--- src/hdl/jwli_pkg.sv ---
`timescale 1ns / 1ps
package jwli_pkg;
    localparam int JOINTS = 7;
    localparam int JW = 3;
    localparam logic [1:0] CMD_START = 2'd0;
    localparam logic [1:0] CMD_WAYPOINT = 2'd1;
    localparam logic [1:0] CMD_TICK = 2'd2;
    localparam logic CFG_MAX_VELOCITY = 1'b0;
    localparam logic CFG_CONTROL_PERIOD = 1'b1;
endpackage

--- src/hdl/joint_waypoint_linear_interpolator_core.sv ---
`timescale 1ns / 1ps
// Seven-joint waypoint interpolator, Q3.12 fixed point.
// Input beats on s_axis: tuser is the 2-bit command (0 start, 1 waypoint,
// 2 tick), tdata carries the seven joint positions, joint 0 lowest.
// Output beats on m_axis: one per joint on a tick, tlast on the seventh.
// Configuration: i_cfg_we, i_cfg_index (0 max_velocity, 1 control_period).
// One divider, shared by every quotient, retires one bit a cycle (50 bits for
// the duration, 33 or 32 bits per joint velocity, 33 bits per joint position).
// A start beat frees the input on the next cycle; a waypoint with no segment
// active first finds the largest move one joint at a time, then divides for
// the duration and for each joint velocity in turn, and returns to idle after
// the search when no joint moves. A running tick divides for each joint position
// in turn and a holding tick sends the held positions, each joint result leaving as soon as it is ready.
// The block takes no beat while busy. When the receiver stalls a result is
// held in the output register and the sequencer waits.
// Reset restores the register defaults and clears the previous, start, delta and velocity state of every joint.
module joint_waypoint_linear_interpolator_core
    import jwli_pkg::*;
(
    input  logic         i_clk,
    input  logic         i_rst_n,
    input  logic         i_cfg_we,
    input  logic         i_cfg_index,
    input  logic [15:0]  i_cfg_data,
    input  logic         s_axis_tvalid,
    output logic         s_axis_tready,
    // joint_0_position .. joint_6_position, 16 bits each
    input  logic [111:0] s_axis_tdata,
    // command
    input  logic [1:0]   s_axis_tuser,
    output logic         m_axis_tvalid,
    input  logic         m_axis_tready,
    // joint_number, target_position, target_velocity, pad
    output logic [39:0]  m_axis_tdata,
    output logic         m_axis_tlast,
    // segment_done, holding
    output logic [1:0]   m_axis_tuser
);
    typedef enum logic [6:0] {
        S_IDLE = 7'b0000001, S_MAX = 7'b0000010, S_QDIV = 7'b0000100,
        S_VDIV = 7'b0001000, S_PDIV = 7'b0010000, S_EMIT = 7'b0100000,
        S_WAIT = 7'b1000000
    } t_state;

    t_state r_state;
    logic [14:0] r_mv;
    logic [15:0] r_cp;
    logic signed [15:0] r_prev [JOINTS];
    logic signed [15:0] r_start [JOINTS];
    logic signed [16:0] r_delta [JOINTS];
    logic signed [15:0] r_vel [JOINTS];
    logic signed [15:0] r_end [JOINTS];
    logic [15:0] r_sidx, r_stot;
    logic r_active, r_done, r_clamp;
    logic [JW-1:0] r_j;
    logic [16:0] r_m;
    // Shared restoring divider: remainder, quotient, divisor, count.
    logic [49:0] r_quo;
    logic [50:0] r_rem;
    logic [33:0] r_den;
    logic [5:0] r_cnt;
    logic r_neg;
    logic [39:0] r_odata;
    logic [1:0] r_ouser;
    logic r_olast, r_ovalid;

    logic [14:0] w_mv;
    logic [15:0] w_cp;
    logic [16:0] w_d, w_a;
    logic [50:0] w_rem;
    logic w_ge;
    logic signed [16:0] w_qv;
    logic signed [17:0] w_pos;
    logic signed [33:0] w_prod;
    logic [33:0] w_pmag;

    assign w_mv = (r_mv == '0) ? 15'd1 : r_mv;
    assign w_cp = (r_cp == '0) ? 16'd1 : r_cp;
    assign w_d = 17'({r_end[r_j][15], r_end[r_j]} - {r_prev[r_j][15], r_prev[r_j]});
    assign w_a = w_d[16] ? 17'(-w_d) : w_d;
    assign w_rem = {r_rem[49:0], r_quo[49]};
    assign w_ge = w_rem >= {17'd0, r_den};
    // Signed position quotient, from the low 17 bits of the divider quotient.
    assign w_qv = r_neg ? 17'(-r_quo[16:0]) : r_quo[16:0];
    assign w_pos = 18'(r_start[r_j]) + 18'(w_qv);
    assign w_prod = r_delta[r_j] * $signed({1'b0, r_sidx});
    assign w_pmag = w_prod[33] ? 34'(-w_prod) : 34'(w_prod);

    assign s_axis_tready = (r_state == S_IDLE);
    assign m_axis_tvalid = r_ovalid;
    assign m_axis_tdata = r_odata;
    assign m_axis_tlast = r_olast;
    assign m_axis_tuser = r_ouser;

    always_ff @(posedge i_clk) begin
        if (!i_rst_n) begin
            r_state <= S_IDLE;
            r_mv <= 15'd819;
            r_cp <= 16'd1311;
            r_sidx <= '0;
            r_stot <= 16'd1;
            r_active <= 1'b0;
            r_ovalid <= 1'b0;
            r_j <= '0;
            for (int k = 0; k < JOINTS; k++) begin
                r_prev[k] <= '0;
                r_start[k] <= '0;
                r_delta[k] <= '0;
                r_vel[k] <= '0;
            end
        end else begin
            if (i_cfg_we) begin
                if (i_cfg_index == CFG_MAX_VELOCITY) r_mv <= i_cfg_data[14:0];
                else r_cp <= i_cfg_data;
            end
            // The output register fills from the emit state and empties on a beat.
            if (r_state == S_EMIT && (!r_ovalid || m_axis_tready)) r_ovalid <= 1'b1;
            else if (m_axis_tready) r_ovalid <= 1'b0;
            unique case (r_state)
                S_IDLE: begin
                    if (s_axis_tvalid && s_axis_tready) begin
                        for (int k = 0; k < JOINTS; k++)
                            r_end[k] <= s_axis_tdata[16*k +: 16];
                        r_j <= '0;
                        r_m <= '0;
                        if (s_axis_tuser == CMD_START) begin
                            if (!r_active)
                                for (int k = 0; k < JOINTS; k++)
                                    r_prev[k] <= s_axis_tdata[16*k +: 16];
                        end else if (s_axis_tuser == CMD_WAYPOINT) begin
                            if (!r_active) r_state <= S_MAX;
                        end else if (s_axis_tuser == CMD_TICK) begin
                            if (r_active) begin
                                if (r_sidx < r_stot) begin
                                    r_sidx <= r_sidx + 16'd1;
                                    r_done <= (r_sidx + 16'd1) >= r_stot;
                                end else begin
                                    r_done <= 1'b1;
                                end
                                r_state <= S_WAIT;
                            end else begin
                                r_state <= S_EMIT;
                            end
                        end
                    end
                end
                // Largest joint move, one joint per cycle.
                S_MAX: begin
                    r_delta[r_j] <= w_d;
                    if (w_a > r_m) r_m <= w_a;
                    if (r_j == JW'(JOINTS - 1)) begin
                        r_j <= '0;
                        if (w_a == '0 && r_m == '0) begin
                            for (int k = 0; k < JOINTS; k++) r_prev[k] <= r_end[k];
                            r_state <= S_IDLE;
                        end else begin
                            r_quo <= {1'b0, (w_a > r_m ? w_a[15:0] : r_m[15:0]), 33'd0};
                            r_rem <= '0;
                            r_den <= 34'({w_mv} * {w_cp});
                            r_cnt <= 6'd50;
                            r_state <= S_QDIV;
                        end
                    end else begin
                        r_j <= r_j + JW'(1);
                    end
                end
                // Duration m * 2^16 / (mv * cp), in periods.
                S_QDIV: begin
                    r_rem <= w_ge ? 51'(w_rem - {17'd0, r_den}) : w_rem;
                    r_quo <= {r_quo[48:0], w_ge};
                    r_cnt <= r_cnt - 6'd1;
                    if (r_cnt == 6'd1) begin
                        // Quotient holds (m<<33)/den; duration = it >> 17.
                        r_clamp <= ({r_quo[48:0], w_ge} >> 17) == 50'd0;
                        if (({r_quo[48:0], w_ge} >> 17) == 50'd0) r_stot <= 16'd1;
                        else if (({r_quo[48:0], w_ge} >> 17) > 50'd65535)
                            r_stot <= 16'hFFFF;
                        else r_stot <= 16'({r_quo[48:0], w_ge} >> 17);
                        r_j <= '0;
                        r_state <= S_VDIV;
                    end
                end
                // Per joint velocity: |d|*2^16/cp or |d|*mv/m.
                S_VDIV: begin
                    if (r_cnt == '0) begin
                        r_neg <= r_delta[r_j][16];
                        r_rem <= '0;
                        r_quo <= r_clamp
                            ? {r_delta[r_j][16] ? 17'(-r_delta[r_j]) : r_delta[r_j], 33'd0}
                            : {32'(r_delta[r_j][16] ? 17'(-r_delta[r_j]) : r_delta[r_j])
                               * 32'(w_mv), 18'd0};
                        r_den <= r_clamp ? {18'd0, w_cp} : {17'd0, r_m};
                        r_cnt <= r_clamp ? 6'd33 : 6'd32;
                    end else begin
                        r_rem <= w_ge ? 51'(w_rem - {17'd0, r_den}) : w_rem;
                        r_quo <= {r_quo[48:0], w_ge};
                        r_cnt <= r_cnt - 6'd1;
                        if (r_cnt == 6'd1) begin
                            r_start[r_j] <= r_prev[r_j];
                            r_prev[r_j] <= r_end[r_j];
                            if ({r_quo[30:0], w_ge} > 32'(r_neg ? 32768 : 32767))
                                r_vel[r_j] <= r_neg ? -16'sd32768 : 16'sd32767;
                            else r_vel[r_j] <= r_neg ? 16'(-{r_quo[14:0], w_ge})
                                                     : 16'({r_quo[14:0], w_ge});
                            if (r_j == JW'(JOINTS - 1)) begin
                                r_j <= '0;
                                r_sidx <= '0;
                                r_active <= 1'b1;
                                r_state <= S_IDLE;
                            end else begin
                                r_j <= r_j + JW'(1);
                            end
                        end
                    end
                end
                // Wait for the output register, then start a position quotient.
                S_WAIT: begin
                    if (!r_ovalid || m_axis_tready) begin
                        if (!r_active) r_state <= S_EMIT;
                        else begin
                            r_neg <= w_prod[33];
                            r_rem <= '0;
                            r_quo <= {w_pmag[32:0], 17'd0};
                            r_den <= {18'd0, r_stot};
                            r_cnt <= 6'd33;
                            r_state <= S_PDIV;
                        end
                    end
                end
                S_PDIV: begin
                    r_rem <= w_ge ? 51'(w_rem - {17'd0, r_den}) : w_rem;
                    r_quo <= {r_quo[48:0], w_ge};
                    r_cnt <= r_cnt - 6'd1;
                    if (r_cnt == 6'd1) r_state <= S_EMIT;
                end
                // Load one joint result into the output register.
                S_EMIT: begin
                    if (!r_ovalid || m_axis_tready) begin
                        r_olast <= (r_j == JW'(JOINTS - 1));
                        if (r_active) begin
                            r_odata <= {5'd0, r_vel[r_j],
                                w_pos > 18'sd32767 ? 16'h7FFF :
                                w_pos < -18'sd32768 ? 16'h8000 : w_pos[15:0],
                                r_j};
                            r_ouser <= {1'b0, r_done};
                        end else begin
                            r_odata <= {5'd0, 16'd0, r_prev[r_j], r_j};
                            r_ouser <= 2'b10;
                        end
                        if (r_j == JW'(JOINTS - 1)) begin
                            r_j <= '0;
                            if (r_active && r_done) r_active <= 1'b0;
                            r_state <= S_IDLE;
                        end else begin
                            r_j <= r_j + JW'(1);
                            r_state <= r_active ? S_WAIT : S_EMIT;
                        end
                    end
                end
                default: r_state <= S_IDLE;
            endcase
        end
    end
endmodule
--- config.mk ---
export PLATFORM = sky130hd
export DESIGN_NAME = joint_waypoint_linear_interpolator_core
export DESIGN_NICKNAME = d
export VERILOG_FILES = /design/src/hdl/jwli_pkg.sv /design/src/hdl/joint_waypoint_linear_interpolator_core.sv
export SDC_FILE = /design/constraint.sdc
export NUM_CORES = 2
export LEC_CHECK = 0
export BUFFER_PORTS_ARGS = -buffer_cell sky130_fd_sc_hd__buf_4
export CELL_PAD_IN_SITES_DETAIL_PLACEMENT = 0
export CELL_PAD_IN_SITES_GLOBAL_PLACEMENT = 2
export CORE_MARGIN = 2
export CORE_UTILIZATION = 45
export CTS_BUF_LIST = sky130_fd_sc_hd__clkbuf_8 sky130_fd_sc_hd__clkbuf_16
export DETAILED_ROUTE_END_ITERATION = 7
export PLACE_DENSITY = 0.86
export SLEW_MARGIN = 20
export SYNTH_ARGS = -nofsm -noshare
export SYNTH_HDL_FRONTEND = slang
export SYNTH_SLANG_ARGS = --single-unit
--- constraint.sdc ---
create_clock -name i_clk -period 18.95 [get_ports i_clk]
set_input_delay 0.9475 -clock i_clk [delete_from_list [all_inputs] [get_ports i_clk]]
set_output_delay 0.9475 -clock i_clk [all_outputs]
set_load 0.01 [all_outputs]
==> results.py <==
metrics = {
    "run_status": {
        "status": "complete, no violations",
    },
    "synth": {
        "ys.flop_type": "edfxtp_1",
        "seq_area_frac_synth": 0.341,
        "synth_area_per_cell_um2": 10.3,
        "async_flop_share": 0,
        "synth_cell_types": 107,
        "synth_enable_flop_cells": 778,
        "ys_warn_count": 0,
        "synthesis.area_mm2": 0.0760,
        "ys_seq_elements": 905,
        "synth_cells": 7410,
    },
    "cts": {
        "cts_tree": "built",
        "cts_buffer_depth": 3,
        "h-tree-depth": 3,
        "post-cts-setup-buffer-count": 0,
        "cts_made_buffers": 100,
        "ctsHoldBuffers": 0,
        "root_buffer": "clkbuf_16",
        "ctsResizeCount": 0,
        "insertion_delay_ns": 0.78,
        "clkTransAtPathRegs_ns": 0.06,
        "cts_sinks": 905,
    },
    "global_route": {
        "grt_max_degree": 96,
        "grtUsageTotal": 0.257,
        "overflow": 0,
        "grt_pass1_vias": 56600,
        "antenna_found_initial": 1,
        "busiest_layer": "met2",
        "grt_util_met3": 0.0324,
        "met1_usage": 0.358,
        "grt_pass1_wl_um": 343000,
        "grt_util_met2": 0.429,
    },
    "power_and_ir_drop": {
        "p_clk_frac": 0.254,
        "seqPwrFrac": 0.300,
        "leakagePower_nw": 34.8,
        "p_sw_mw": 2.92,
        "power_density_mw_per_mm2": 93.0,
        "peakVddDrop_mv": 0.150,
        "p_int_mw": 4.81,
        "combPwrFrac": 0.446,
        "switching_share": 0.378,
        "power_mw": 7.73,
    },
    "floorplanning": {
        "io-pin-count": 181,
        "die_y_um": 415,
        "die_w_um": 415,
        "core_area_mm2": 0.167,
        "start_util": 0.454,
        "die_area_mm2": 0.172,
        "core.rowCount": 150,
    },
    "timing": {
        "fin_tns_setup_ns": 0,
        "final_hold_viol_count": 0,
        "grt_setup_unrepaired": "no",
        "setup_violations": 0,
        "min_period_ns": 10.63,
        "slew_headroom": 0.254,
        "worstMarginPinSlew_ns": 1.12,
        "holdWs_ns": 0.356,
        "drv_slew": 0,
        "skew_ns": 0.0963,
        "period_share": 0.561,
        "max_freq_ghz": 0.0940,
    },
    "place": {
        "place.gp.congestion": 0.855,
        "dp_hpwl_um": 156000,
        "portBuffers": 175,
    },
    "finish": {
        "synthToLayoutAreaGrowth_pct": 9.36,
        "final_common_cell": "inv_1",
        "num-nets-final": 8654,
        "drive_above_1_share": 0.112,
        "diodes": 0,
        "nFillCells": 15400,
        "final_cell_mix": "980 x inv_1, 820 x nand2_1, 778 x edfxtp_1",
    },
    "flow_run": {
        "maxCapViolations": 0,
    },
    "worst_setup_path": {
        "path_common_cell": "fa_1",
        "cp-start-kind": "register",
        "end_kind": "register",
        "path_max_fanout": 90,
        "cp.required_ns": 19.45,
        "crit_type": "register to register",
        "crit_path_max_incr_delay_ns": 0.90,
        "crit_slowest_cell": "dfxtp_4",
        "cp.arrival_ns": 11.13,
    },
    "routing": {
        "antenna_left": 0,
        "drt-initial-drc-count": 4311,
        "dr.pass1.iters": 6,
        "vias_per_cell": 5.68,
        "drcViolationCount": 0,
        "avgRoutedWirePerCell_um": 22.8,
        "wirelength_um": 221000,
        "vias": 55200,
    },
    "worst_hold_path": {
        "hold_class": "input port to register",
    },
}
==> area by class of cell <==
| cell class | count | area (um2) | share of cell area |
|---|---|---|---|
| timing repair buffer | 333 | 2520 | 0.0303 |
| inverter | 955 | 3590 | 0.0431 |
| sequential | 905 | 25900 | 0.312 |
| clock inverter | 75 | 681 | 0.00819 |
| multi-input combinational | 5135 | 45000 | 0.542 |
| clock buffer | 111 | 2650 | 0.0319 |
| tap | 2204 | 2760 | 0.0332 |
==> worst max-delay path, delay by kind of cell (launching register included) <==
kind	cells	cell delay (ns)
muxes	3	0.90
and+or+nand+nor	3	0.67
buffers and inverters	7	1.36
DFF	1	0.90
xor gates and xnor gates	1	0.10
adders and majority gates	7	3.41
AOI/OAI and AO/OA	12	2.95
==> through the flow <==
step | cells | area (um2) | setup WS (ns) | util
floorplan | 7414 | 76000 | 7.40 | -
global placement | 9532 | 79800 | 8.32 | 0.476
detailed placement | 9532 | 79800 | 8.24 | 0.477
CTS | 9718 | 83100 | 8.22 | 0.497
global route | 9718 | 83100 | 7.60 | 0.497
finish | 9718 | 83100 | 8.32 | 0.497
==> cells in the mapped netlist, types with 11 or more instances <==
| master | instances | area [um2] |
|---|---|---|
| or3_1 | 31 | 194 |
| dfxtp_1 | 127 | 2540 |
| a21o_1 | 85 | 638 |
| a31oi_1 | 27 | 169 |
| clkbuf_1 | 341 | 1280 |
| o21ai_0 | 242 | 1210 |
| ha_1 | 378 | 4730 |
| a21oi_1 | 353 | 1770 |
| o221ai_2 | 54 | 811 |
| nand3_1 | 88 | 440 |
| nand4_1 | 37 | 231 |
| or4_1 | 11 | 82.6 |
| xor2_1 | 77 | 674 |
| o31ai_1 | 18 | 135 |
| nand2b_1 | 69 | 432 |
| a211o_1 | 19 | 166 |
| mux4_2 | 146 | 3290 |
| mux2i_1 | 90 | 901 |
| xnor2_1 | 157 | 1380 |
| inv_1 | 951 | 3570 |
| buf_1 | 42 | 158 |
| nand2_1 | 825 | 3100 |
| nor3_1 | 91 | 455 |
| o211ai_1 | 28 | 210 |
| a2111oi_0 | 17 | 149 |
| o21ai_1 | 19 | 95.1 |
| o22ai_1 | 23 | 144 |
| o21bai_1 | 14 | 105 |
| or2_2 | 15 | 93.8 |
| o221ai_1 | 17 | 149 |
| o21a_1 | 48 | 360 |
| a211oi_1 | 58 | 435 |
| fa_1 | 710 | 14200 |
| nor4_1 | 42 | 263 |
| edfxtp_1 | 778 | 23400 |
| mux2_2 | 60 | 676 |
| nor2_1 | 627 | 2350 |
| buf_2 | 21 | 105 |
| nor2b_1 | 58 | 363 |
| and3_1 | 31 | 194 |
| and2_1 | 353 | 2210 |
| a22oi_1 | 35 | 263 |
==> power by group through the flow <==
stage | clock (mW) | combinational (mW) | sequential [mW]
after global routing | 2.07 | 3.89 | 2.33
after global placement | 0 | 3.43 | 2.36
after CTS | 1.99 | 3.49 | 2.32
final | 1.96 | 3.45 | 2.32
after floorplan | 0 | 2.56 | 2.35
after detailed placement | 0 | 3.46 | 2.36
==> logic make-up after synthesis <==
kind of cell / after synthesis / synth area share
xor+xnor: 238 / 0.0279
other cells: 1 / 0.0000493
simple gates: 2328 / 0.142
mux: 305 / 0.0658
fa+ha+maj: 1088 / 0.249
compound gates: 1171 / 0.104
flops: 905 / 0.341
buf+inv: 1374 / 0.0695
==> worst paths after layout <==
path / start / endpoint / slack, ns / cells past startpoint
setup / recovery: register / r_quo[48] / 8.32 / 33
hold / removal: s_axis_tdata[71] / r_end[4][7] / 0.36 / 1
setup reg to reg: register / r_quo[48] / 8.32 / 33
hold reg to reg: r_vel[6][15] / r_vel[6][15] / 0.46 / 2
==> registers in the layout (all words and copies together) (netlist names), 3 cells and up, named ones only <==
name	cells
r_j	3
r_quo	50
r_prev	128
m_axis_tdata	35
r_rem	50
r_cnt	6
r_den	31
r_m	17
r_sidx	16
r_state	7
r_end	112
r_stot	16
r_cp	16
r_vel	128
r_delta	136
r_start	128
r_mv	15
==> routing by layer <==
layer,up-vias,routed length [um],share of wire
li1,25100,-,-
met1,28100,96400,0.44
met2,1670,106000,0.48
met3,264,13600,0.062
met4,0,5080,0.023
met5,-,0,0
Note: power is estimated with default switching activity, not from simulation.
